[src/sv/stv_pkg.sv]
// stv_pkg: shared types, constants and the quarter-wave sine table function
// for the swept tone voice. No dependencies.

package stv_pkg;

    // Parameter defaults
    localparam int SINE_TABLE_BITS_DEF = 10;
    localparam int COUNT_BITS_DEF      = 20;

    // Configuration register indexes
    localparam logic [2:0] REG_WAVE_TYPE       = 3'd0;
    localparam logic [2:0] REG_START_INCREMENT = 3'd1;
    localparam logic [2:0] REG_SWEEP_FACTOR    = 3'd2;
    localparam logic [2:0] REG_ATTACK_SAMPLES  = 3'd3;
    localparam logic [2:0] REG_ATTACK_STEP     = 3'd4;
    localparam logic [2:0] REG_DECAY_START     = 3'd5;
    localparam logic [2:0] REG_DECAY_FACTOR    = 3'd6;
    localparam logic [2:0] REG_NOTE_LENGTH     = 3'd7;

    // Waveform codes
    localparam logic [1:0] WAVE_SINE     = 2'd0;
    localparam logic [1:0] WAVE_SQUARE   = 2'd1;
    localparam logic [1:0] WAVE_SAW      = 2'd2;
    localparam logic [1:0] WAVE_TRIANGLE = 2'd3;

    // Opcodes
    localparam logic OP_START = 1'b0;
    localparam logic OP_TICK  = 1'b1;

    // Register reset values
    localparam logic [31:0] SWEEP_RESET  = 32'h4000_0000;
    localparam logic [23:0] DECAY_RESET  = 24'hFF_FFFF;
    localparam logic [19:0] LENGTH_RESET = 20'd1;

    // Q0.24 full scale, rounding constant, PCM scale
    localparam logic [23:0] ENV_MAX   = 24'hFF_FFFF;
    localparam logic [40:0] ENV_ROUND = 41'h80_0000;
    localparam logic [14:0] PCM_SCALE = 15'd30000;
    localparam logic [16:0] WAVE_PEAK = 17'd32768;

    typedef struct packed {
        logic [1:0]  wave_type;
        logic [30:0] start_increment;
        logic [31:0] sweep_factor;
        logic [19:0] attack_samples;
        logic [23:0] attack_step;
        logic [23:0] decay_start;
        logic [23:0] decay_factor;
        logic [19:0] note_length;
    } t_cfg;

    // Payload leaving the state stage
    typedef struct packed {
        logic        valid;
        logic        active;
        logic [31:0] phase;
        logic [23:0] env;
        logic [15:0] sine;
        logic [17:0] mix_in;
    } t_stage1;

    // Quarter-wave sine entry k, peak 32768, built from a Q2.30 series
    function automatic logic [15:0] qsin_entry(input int unsigned k,
                                               input int unsigned bits);
        logic [63:0] x;
        logic [63:0] t;
        logic [63:0] t2;
        logic [63:0] r;
        logic [63:0] q;
        logic [63:0] s;
        x = 64'(k) << (30 - bits);
        t = (x * 64'd1686629713) >> 30;
        t2 = (t * t) >> 30;
        r = 64'd1073741824;
        for (int j = 0; j < 5; j++) begin
            q = (t2 * r) >> 30;
            case (j)
                0: q = q / 110;
                1: q = q / 72;
                2: q = q / 42;
                3: q = q / 20;
                default: q = q / 6;
            endcase
            r = 64'd1073741824 - q;
        end
        s = (t * r) >> 30;
        return 16'((s + 64'd16384) >> 15);
    endfunction

endpackage

[src/sv/stv_mix_out.sv]
// stv_mix_out: waveform shaping and envelope product (stage 2), then mix
// saturation and PCM scaling into the output register. Depends on stv_pkg.

module stv_mix_out (
    input  logic             i_clk,
    input  logic             i_rst_n,
    input  logic [1:0]       i_wave_type,
    input  stv_pkg::t_stage1 i_s1,
    output logic             o_ready,
    input  logic             i_m_ready,
    output logic             o_valid,
    output logic [17:0]      o_mix_out,
    output logic [15:0]      o_pcm_out,
    output logic             o_voice_active
);
    import stv_pkg::*;

    logic        r_v2;
    logic        r_neg;
    logic [16:0] r_prod;
    logic [17:0] r_mix_in;
    logic        r_act2;

    logic        r_v3;
    logic [17:0] r_mix_out;
    logic [15:0] r_pcm_out;
    logic        r_active;

    logic        w_ready3;
    logic [16:0] w_mag, w_ramp;
    logic        w_neg;
    logic [31:0] w_tri;
    logic [40:0] w_prod;
    logic [16:0] w_prod_q;

    logic signed [17:0] w_voice;
    logic signed [18:0] w_sum;
    logic signed [17:0] w_sat, w_clamp;
    logic [15:0] w_cmag;
    logic [30:0] w_pcm_prod;
    logic [15:0] w_pcm_mag, w_pcm;

    assign w_ready3 = !r_v3 || i_m_ready;
    assign o_ready  = !r_v2 || w_ready3;

    // Wave magnitude and sign from phase
    always_comb begin
        w_tri = i_s1.phase[31] ? (i_s1.phase - 32'h8000_0000)
                               : (32'h8000_0000 - i_s1.phase);
        w_ramp = (i_wave_type == WAVE_SAW) ? i_s1.phase[31:15] : w_tri[31:15];
        case (i_wave_type)
            WAVE_SINE: begin
                w_mag = {1'b0, i_s1.sine};
                w_neg = i_s1.phase[31];
            end
            WAVE_SQUARE: begin
                w_mag = WAVE_PEAK;
                w_neg = i_s1.phase[31];
            end
            default: begin
                w_neg = (w_ramp < WAVE_PEAK);
                w_mag = w_neg ? (WAVE_PEAK - w_ramp) : (w_ramp - WAVE_PEAK);
            end
        endcase
        w_prod   = 41'(w_mag) * 41'(i_s1.env) + ENV_ROUND;
        w_prod_q = i_s1.active ? w_prod[40:24] : 17'd0;
    end

    // Stage 2
    always_ff @(posedge i_clk) begin
        if (!i_rst_n) begin
            r_v2 <= 1'b0;
        end else if (o_ready) begin
            r_v2 <= i_s1.valid;
        end
    end

    always_ff @(posedge i_clk) begin
        if (o_ready) begin
            r_neg    <= w_neg;
            r_prod   <= w_prod_q;
            r_mix_in <= i_s1.mix_in;
            r_act2   <= i_s1.active;
        end
    end

    // Mix add with saturation, clamp to full scale, PCM scaling
    always_comb begin
        w_voice = r_neg ? -$signed({1'b0, r_prod}) : $signed({1'b0, r_prod});
        w_sum   = 19'($signed(r_mix_in)) + 19'(w_voice);
        if (w_sum > 19'sd131071) begin
            w_sat = 18'sd131071;
        end else if (w_sum < -19'sd131072) begin
            w_sat = -18'sd131072;
        end else begin
            w_sat = w_sum[17:0];
        end
        if (w_sat > 18'sd32768) begin
            w_clamp = 18'sd32768;
        end else if (w_sat < -18'sd32768) begin
            w_clamp = -18'sd32768;
        end else begin
            w_clamp = w_sat;
        end
        w_cmag     = w_clamp[17] ? 16'(-w_clamp) : w_clamp[15:0];
        w_pcm_prod = 31'(w_cmag) * 31'(PCM_SCALE);
        w_pcm_mag  = {1'b0, w_pcm_prod[29:15]};
        w_pcm      = w_clamp[17] ? -w_pcm_mag : w_pcm_mag;
    end

    // Output register
    always_ff @(posedge i_clk) begin
        if (!i_rst_n) begin
            r_v3 <= 1'b0;
        end else if (w_ready3) begin
            r_v3 <= r_v2;
        end
    end

    always_ff @(posedge i_clk) begin
        if (w_ready3) begin
            r_mix_out <= w_sat;
            r_pcm_out <= w_pcm;
            r_active  <= r_act2;
        end
    end

    assign o_valid        = r_v3;
    assign o_mix_out      = r_mix_out;
    assign o_pcm_out      = r_pcm_out;
    assign o_voice_active = r_active;

    // A stalled stage 2 request is kept
    a_s2_kept: assert property (@(posedge i_clk) disable iff (!i_rst_n)
        r_v2 && !w_ready3 |=> r_v2)
        else $error("stage 2 request lost under stall");

    // PCM stays within the scaled full range
    a_pcm_range: assert property (@(posedge i_clk) disable iff (!i_rst_n)
        r_v3 |-> ($signed(r_pcm_out) <= 16'sd30000 && $signed(r_pcm_out) >= -16'sd30000))
        else $error("pcm sample out of range");

    // Pipeline empty after reset
    a_reset_empty: assert property (@(posedge i_clk)
        !i_rst_n |=> !r_v2 && !r_v3)
        else $error("pipeline not empty after reset");

endmodule

[config.mk]
export PLATFORM = sky130hd
export DESIGN_NAME = stv_mix_out
export DESIGN_NICKNAME = d
export VERILOG_FILES = /design/src/sv/stv_pkg.sv /design/src/sv/stv_mix_out.sv
export SDC_FILE = /design/constraint.sdc
export NUM_CORES = 1
export LEC_CHECK = 0
export ABC_AREA = 1
export BUFFER_PORTS_ARGS = -buffer_cell sky130_fd_sc_hd__buf_2
export CAP_MARGIN = 40
export CORE_MARGIN = 2
export CORE_UTILIZATION = 53
export CTS_CLUSTER_DIAMETER = 100
export CTS_CLUSTER_SIZE = 30
export DETAILED_ROUTE_END_ITERATION = 6
export PLACE_DENSITY_LB_ADDON = 0.08
export SLEW_MARGIN = 40
export SYNTH_ARGS = -nofsm -noshare
export SYNTH_HDL_FRONTEND = slang
export SYNTH_SLANG_ARGS = --single-unit
[constraint.sdc]
create_clock -name i_clk -period 15.6 [get_ports i_clk]
set_input_delay 3.12 -clock i_clk [delete_from_list [all_inputs] [get_ports i_clk]]
set_output_delay 3.12 -clock i_clk [all_outputs]
set_load 0.05 [all_outputs]
After elaboration in Yosys (flattened, before gate mapping)
Index checks and enable logic that the tools add are counted.
{"block": "word_totals", "reg_bits": 74, "inputBits": 97, "output_inout_bits": 37, "wordCells": 46}
{"block": "op_classes", "n_addsub": 9, "n_mul": 2, "magnitude_cmp": 5, "eq_ne": 2, "mux": 12, "n_reduce_logical": 6}
{"op": "2-to-1 mux 18 bit", "count": 5}
{"op": "adder 41 x 24 -> 41 bit, second input constant", "count": 1}
{"op": "multiplier 17 x 24 -> 41 bit", "count": 1}
{"op": "2-to-1 mux 17 bit", "count": 2}
{"op": "case mux 17 bit (2 select lines)", "count": 1}
{"op": "2-to-1 mux 32 bit", "count": 1}
{"op": "subtractor 32 bit, first input constant", "count": 1}
{"op": "subtractor 32 bit, second input constant", "count": 1}
{"op": "multiplier 16 x 11 -> 26 bit, second input constant", "count": 1}
{"op": "adder 18 x 18 -> 19 bit", "count": 1}
{"op": "greater-than comparator 19 x 18 -> 1 bit, second input constant", "count": 1}
{"op": "less-than comparator 19 x 18 -> 1 bit, second input constant", "count": 1}
{"op": "greater-than comparator 18 x 17 -> 1 bit, second input constant", "count": 1}
{"op": "less-than comparator 18 x 16 -> 1 bit, second input constant", "count": 1}
{"op": "negation 17 -> 18 bit", "count": 1}
{"op": "less-than comparator 17 x 16 -> 1 bit, second input constant", "count": 1}
{"op": "subtractor 16 x 17 -> 17 bit, first input constant", "count": 1}
{"op": "subtractor 17 x 16 -> 17 bit, second input constant", "count": 1}
{"op": "2-to-1 mux 16 bit", "count": 1}
{"op": "negation 15 -> 16 bit", "count": 1}
{"op": "negation 16 bit", "count": 1}
{"op": "2-to-1 mux 15 bit", "count": 1}
{"op": "== test 2 x 1 -> 1 bit, second input constant", "count": 1}
{"op": "== test 2 bit, second input constant", "count": 1}
{"op": "other kinds (5)", "count": 7}

Logic depth before layout (Yosys ltp)
{"block": "depth", "word_depth": 14, "depth_mapped": 69, "depth_no_buf": 69}

Worst setup path before layout
Ideal clock, no wire load.
{"block": "synth_path", "path_kind": "input-to-reg", "from": "input i_s1[61] (netlist name)", "to": "register r_prod[15] (data pin)", "setup_ps": 253, "arrival_time_ps": 9937, "required_ps": 15347, "setup_slack_ps": 5410, "cell_stages": 38, "n_path_buf": 1, "cell_sequence": "nor2_1 > nand2_1 > nor2_1 > nand2_1 > o21ai_1 > xor2_1 > ha_1 > nand3_1 > nor2_1 > nand3_1 > o21ai_2 > o21ai_1 > nor2_1 > nor2_1 > nand2_1 > nand2_1 > inv_2 > buf_4 > [2 not listed] > fa_1 > fa_1 > fa_1 > inv_1 > fa_1 > inv_1 > fa_1 > ha_1 > a21oi_1 > o21ai_0 > a221oi_1 > o221ai_1 > a21oi_1 > nand2_1 > a21boi_0 > nand2_1 > nand2_1 > nor2_1"}
{"block": "synth_via", "elab_chain_len": 8, "word_cells_on_any_way": 11, "classes_between": "add/sub (5); mul (1); order compare (1); mux (4)"}
{"element": "start, declared", "line_no": "stv_mix_out.sv:8", "rtl": "input stv_pkg::t_stage1 i_s1,"}
{"element": "subtractor 32 bit (on tied branches)", "line_no": "stv_mix_out.sv:49, stv_mix_out.sv:48"}
{"element": "2-to-1 mux 32 bit (*)", "line_no": "stv_mix_out.sv:48", "rtl": "w_tri = i_s1.phase[31] ? (i_s1.phase - 32'h8000_0000)"}
{"element": "2-to-1 mux 17 bit (*)", "line_no": "stv_mix_out.sv:50", "rtl": "w_ramp = (i_wave_type == WAVE_SAW) ? i_s1.phase[31:15] : w_tri[31:15];"}
{"element": "subtractor 17 x 16 -> 17 bit (tied with other cells)", "line_no": "stv_mix_out.sv:62", "rtl": "w_mag = w_neg ? (WAVE_PEAK - w_ramp) : (w_ramp - WAVE_PEAK);"}
{"element": "2-to-1 mux 17 bit (*)", "line_no": "stv_mix_out.sv:62"}
{"element": "case mux 17 bit (2 select lines) (*)", "line_no": "stv_mix_out.sv:51", "rtl": "case (i_wave_type)"}
{"element": "multiplier 17 x 24 -> 41 bit (*)", "line_no": "stv_mix_out.sv:65", "rtl": "w_prod = 41'(w_mag) * 41'(i_s1.env) + ENV_ROUND;"}
{"element": "adder 41 x 24 -> 41 bit (*)", "line_no": "stv_mix_out.sv:65"}
{"element": "end signal, assigned", "line_no": "stv_mix_out.sv:81", "rtl": "r_prod <= w_prod_q;"}
{"element": "end, declared", "line_no": "stv_mix_out.sv:20", "rtl": "logic [16:0] r_prod;"}
Every way passes the cells marked *; elsewhere a longest branch is shown, timed or not.
A chain may end at the register's enable or synchronous reset.

Worst setup path after layout
{"block": "layout_path", "from": "register r_prod[2]", "to": "register r_pcm_out[11] (netlist: o_pcm_out[11]) (data pin)"}
{"block": "layout_via", "elab_chain_len": 14, "word_cells_on_any_way": 16, "classes_between": "add/sub (4); mul (1); order compare (4); mux (7)"}
{"element": "negation 17 -> 18 bit", "line_no": "stv_mix_out.sv:89", "rtl": "w_voice = r_neg ? -$signed({1'b0, r_prod}) : $signed({1'b0, r_prod});"}
{"element": "2-to-1 mux 18 bit (*)", "line_no": "stv_mix_out.sv:89"}
{"element": "adder 18 x 18 -> 19 bit (*)", "line_no": "stv_mix_out.sv:90", "rtl": "w_sum = 19'($signed(r_mix_in)) + 19'(w_voice);"}
{"element": "less-than comparator 19 x 18 -> 1 bit", "line_no": "stv_mix_out.sv:93", "rtl": "end else if (w_sum < -19'sd131072) begin"}
{"element": "2-to-1 mux 18 bit", "line_no": "stv_mix_out.sv:93"}
{"element": "2-to-1 mux 18 bit (*)", "line_no": "stv_mix_out.sv:91", "rtl": "if (w_sum > 19'sd131071) begin"}
{"element": "less-than comparator 18 x 16 -> 1 bit", "line_no": "stv_mix_out.sv:100", "rtl": "end else if (w_sat < -18'sd32768) begin"}
{"element": "2-to-1 mux 18 bit", "line_no": "stv_mix_out.sv:100"}
{"element": "2-to-1 mux 18 bit (*)", "line_no": "stv_mix_out.sv:98", "rtl": "if (w_sat > 18'sd32768) begin"}
{"element": "negation 16 bit", "line_no": "stv_mix_out.sv:105", "rtl": "w_cmag = w_clamp[17] ? 16'(-w_clamp) : w_clamp[15:0];"}
{"element": "2-to-1 mux 16 bit", "line_no": "stv_mix_out.sv:105"}
{"element": "multiplier 16 x 11 -> 26 bit", "line_no": "stv_mix_out.sv:106", "rtl": "w_pcm_prod = 31'(w_cmag) * 31'(PCM_SCALE);"}
{"element": "negation 15 -> 16 bit", "line_no": "stv_mix_out.sv:108", "rtl": "w_pcm = w_clamp[17] ? -w_pcm_mag : w_pcm_mag;"}
{"element": "2-to-1 mux 15 bit (*)", "line_no": "stv_mix_out.sv:108"}
{"element": "named net w_pcm[11]", "line_no": "stv_mix_out.sv:41", "rtl": "logic [15:0] w_pcm_mag, w_pcm;"}
{"element": "end signal, assigned", "line_no": "stv_mix_out.sv:123", "rtl": "r_pcm_out <= w_pcm;"}
{"element": "end, declared", "line_no": "stv_mix_out.sv:26", "rtl": "logic [15:0] r_pcm_out;"}
Mark *: on every way through the listed nets, which the timed path passes. The rest lies on a longest branch.

==> reports/metrics.yaml <==
final.fill_count: 3893
drive_above_1_share_pct: 7.708
root_buffer: "clkbuf_16"
ys.flop_type: "edfxtp_1"
dp_hpwl_mm: 53.11
ant_nets: 0
hold_path_class: "reg2reg"
arrival_ns: 12.03
rows: 74
hold_ws_ns: 0.4787
finalSetupViolations: 0
drt_pass1_iterations: 6
wirelength_mm: 61.60
via_per_inst: 5.341
critPathLaunchType: "register"
setup.worst_path.class: "reg2reg"
worst_pin_slew_ns: 0.8123
multiInputGateArea_sq_mm: 0.01735
gp_congestion: 0.9527
setup-tns-final_ns: 0
synthCells: 2822
syn_area_sq_mm: 0.02215
wl_per_cell_um: 17.92
finalCoreUtilization_pct: 57.50
core_area_sq_mm: 0.04102
crit_path_top_delay_cell: "xnor2_1"
htreeDepth: 3
grt_max_degree: 40
cts_buffers: 9
grt_pass1_vias: 19151
pre_cts_ws_ns: 3.634
avgSynthCellArea_sq_um: 7.850
remaining_drc_errors: 0
synth-seq-cells: 74
cts_resized: 0
synth.distinct_cells: 54
crit_family: "simple AND/OR/NAND/NOR gates"
drt-initial-drc-count: 1200
clkTransAtPathRegs_ns: 0.06
postCtsSetupBuffers: 0
die_w_um: 208.5
cpMostUsedCell: "nand2_1"
rsz0062_at_grt: "false"
ys_seq_area_share_pct: 9.940
cp.required_ns: 15.70
slowest_delay_ns: 0.64
finalCriticalPeriod_ns: 11.94
max_freq_mhz: 83.77
yosys.area.top_type: "fa_1"
drv_slew: 0
nNetsFinal: 3612
crit_buf_inv: 11
track_usage_pct: 29.35
setup_ws_ns: 3.662
status: "finished, final reports clean"
synthTopCellsByCount: "nand2_1 (637), inv_1 (600), fa_1 (389)"
grt-ovfl-total: 0
drv_cap: 0
numPortBuffers: 133
synth.most_common_cell: "nand2_1"
slew_headroom_pct: 45.85
finalHoldViolCount: 0
dieArea_sq_mm: 0.04345
hold_buffers: 0
initial_utilization_pct: 54.01
yosys-top-cells-area: "fa_1 (35%), ha_1 (13%), nand2_1 (11%)"
worst_setup_path_end_kind: "register"
clockBufferDepth: 2
antenna_found_initial: 1
clock_latency_ns: 0.34
clkSinkCount: 74
cts_tree: "done"
crit_fanout: 38
antenna_cells: 0
vias: 18362
synth_edf_count: 72
area_delta_synth_final_pct: 6.450
regArea_sq_mm: 0.002202
post-route-period-util_pct: 76.52
synth_top_area_share_pct: 35.15
synth_nets: 3533
chipHeight_um: 208.5
finClkSkew_ns: 0.007877
ys_warn_count: 0
ios: 134
async_reset_ff_share_pct: 0
grt_first_pass_wirelength_mm: 100.3
[through the flow]
step	cell area, sq um	instances
3_5_place_dp	23260	3422
2_1_floorplan	22150	2822
4_1_cts	23580	3438
6_report	23580	3438
3_3_place_gp	23220	3422
5_1_grt	23580	3438
[cell type report]
class                   count  area share (%)
inverters                 619           9.853
clock buffers               9          0.9550
multi-input cells        2057           73.56
well taps                 532           2.823
repair buffers            140           3.045
clock inverters             7          0.4244
flip-flops and latches     74           9.338
[worst register-to-register path, delay by kind of cell, from the launching register on]
kind | cells | cell delay, ns
simple gates | 39 | 5.15
fa+ha+maj | 8 | 3.46
flops | 1 | 0.43
compound gates | 1 | 0.08
buf+inv | 11 | 1.44
xor+xnor | 3 | 1.08
[worst paths after layout]
| check | from | endpoint | slack, ns | cells after the start |
|---|---|---|---|---|
| hold reg to reg | r_v2 | o_valid | 0.48 | 2 |
| setup / recovery | r_prod[2] | o_pcm_out[11] | 3.66 | 62 |
| setup reg to reg | r_prod[2] | o_pcm_out[11] | 3.66 | 62 |
| hold / removal | r_v2 | o_valid | 0.48 | 2 |
[kinds of logic after synthesis]
| logic type | Yosys count | synth area share (%) |
|---|---|---|
| adder cells (fa/ha/maj) | 614 | 47.86 |
| AO/OA/AOI/OAI | 243 | 6.326 |
| flip-flops | 74 | 9.940 |
| buffers and inverters | 691 | 11.97 |
| XOR/XNOR | 71 | 2.841 |
| AND/OR/NAND/NOR | 1129 | 21.06 |
[cell usage in the layout (no fill, tap or decap), types with 14 or more instances in the layout]
| master | netlist | layout |
|---|---|---|
| a21oi_1 | 109 | 109 |
| and2_1 | 28 | 28 |
| buf_2 | 11 | 133 |
| edfxtp_1 | 72 | 72 |
| fa_1 | 389 | 389 |
| ha_1 | 225 | 225 |
| inv_1 | 600 | 600 |
| nand2_1 | 637 | 634 |
| nand3_1 | 60 | 59 |
| nand3b_1 | 14 | 14 |
| nand4_1 | 25 | 25 |
| nor2_1 | 297 | 296 |
| nor3_1 | 29 | 29 |
| o21ai_0 | 68 | 68 |
| xnor2_1 | 23 | 23 |
| xor2_1 | 47 | 47 |
[registers in the layout, indices dropped and copies added, names as in the netlist]
register,flops
o_pcm_out,16
r_mix_in,18
o_valid,1
r_v2,1
o_voice_active,1
o_mix_out,18
r_prod,17
r_neg,1
r_act2,1
[metal layers]
metal,track usage [%],wire [um]
met5,0,15
met4,12.08,2793
met3,3.079,3230
met2,51.25,29780
met1,37.28,25780
Power is not shown: default switching activity piles up to over one toggle a cycle in this logic, so the estimate is an artifact.
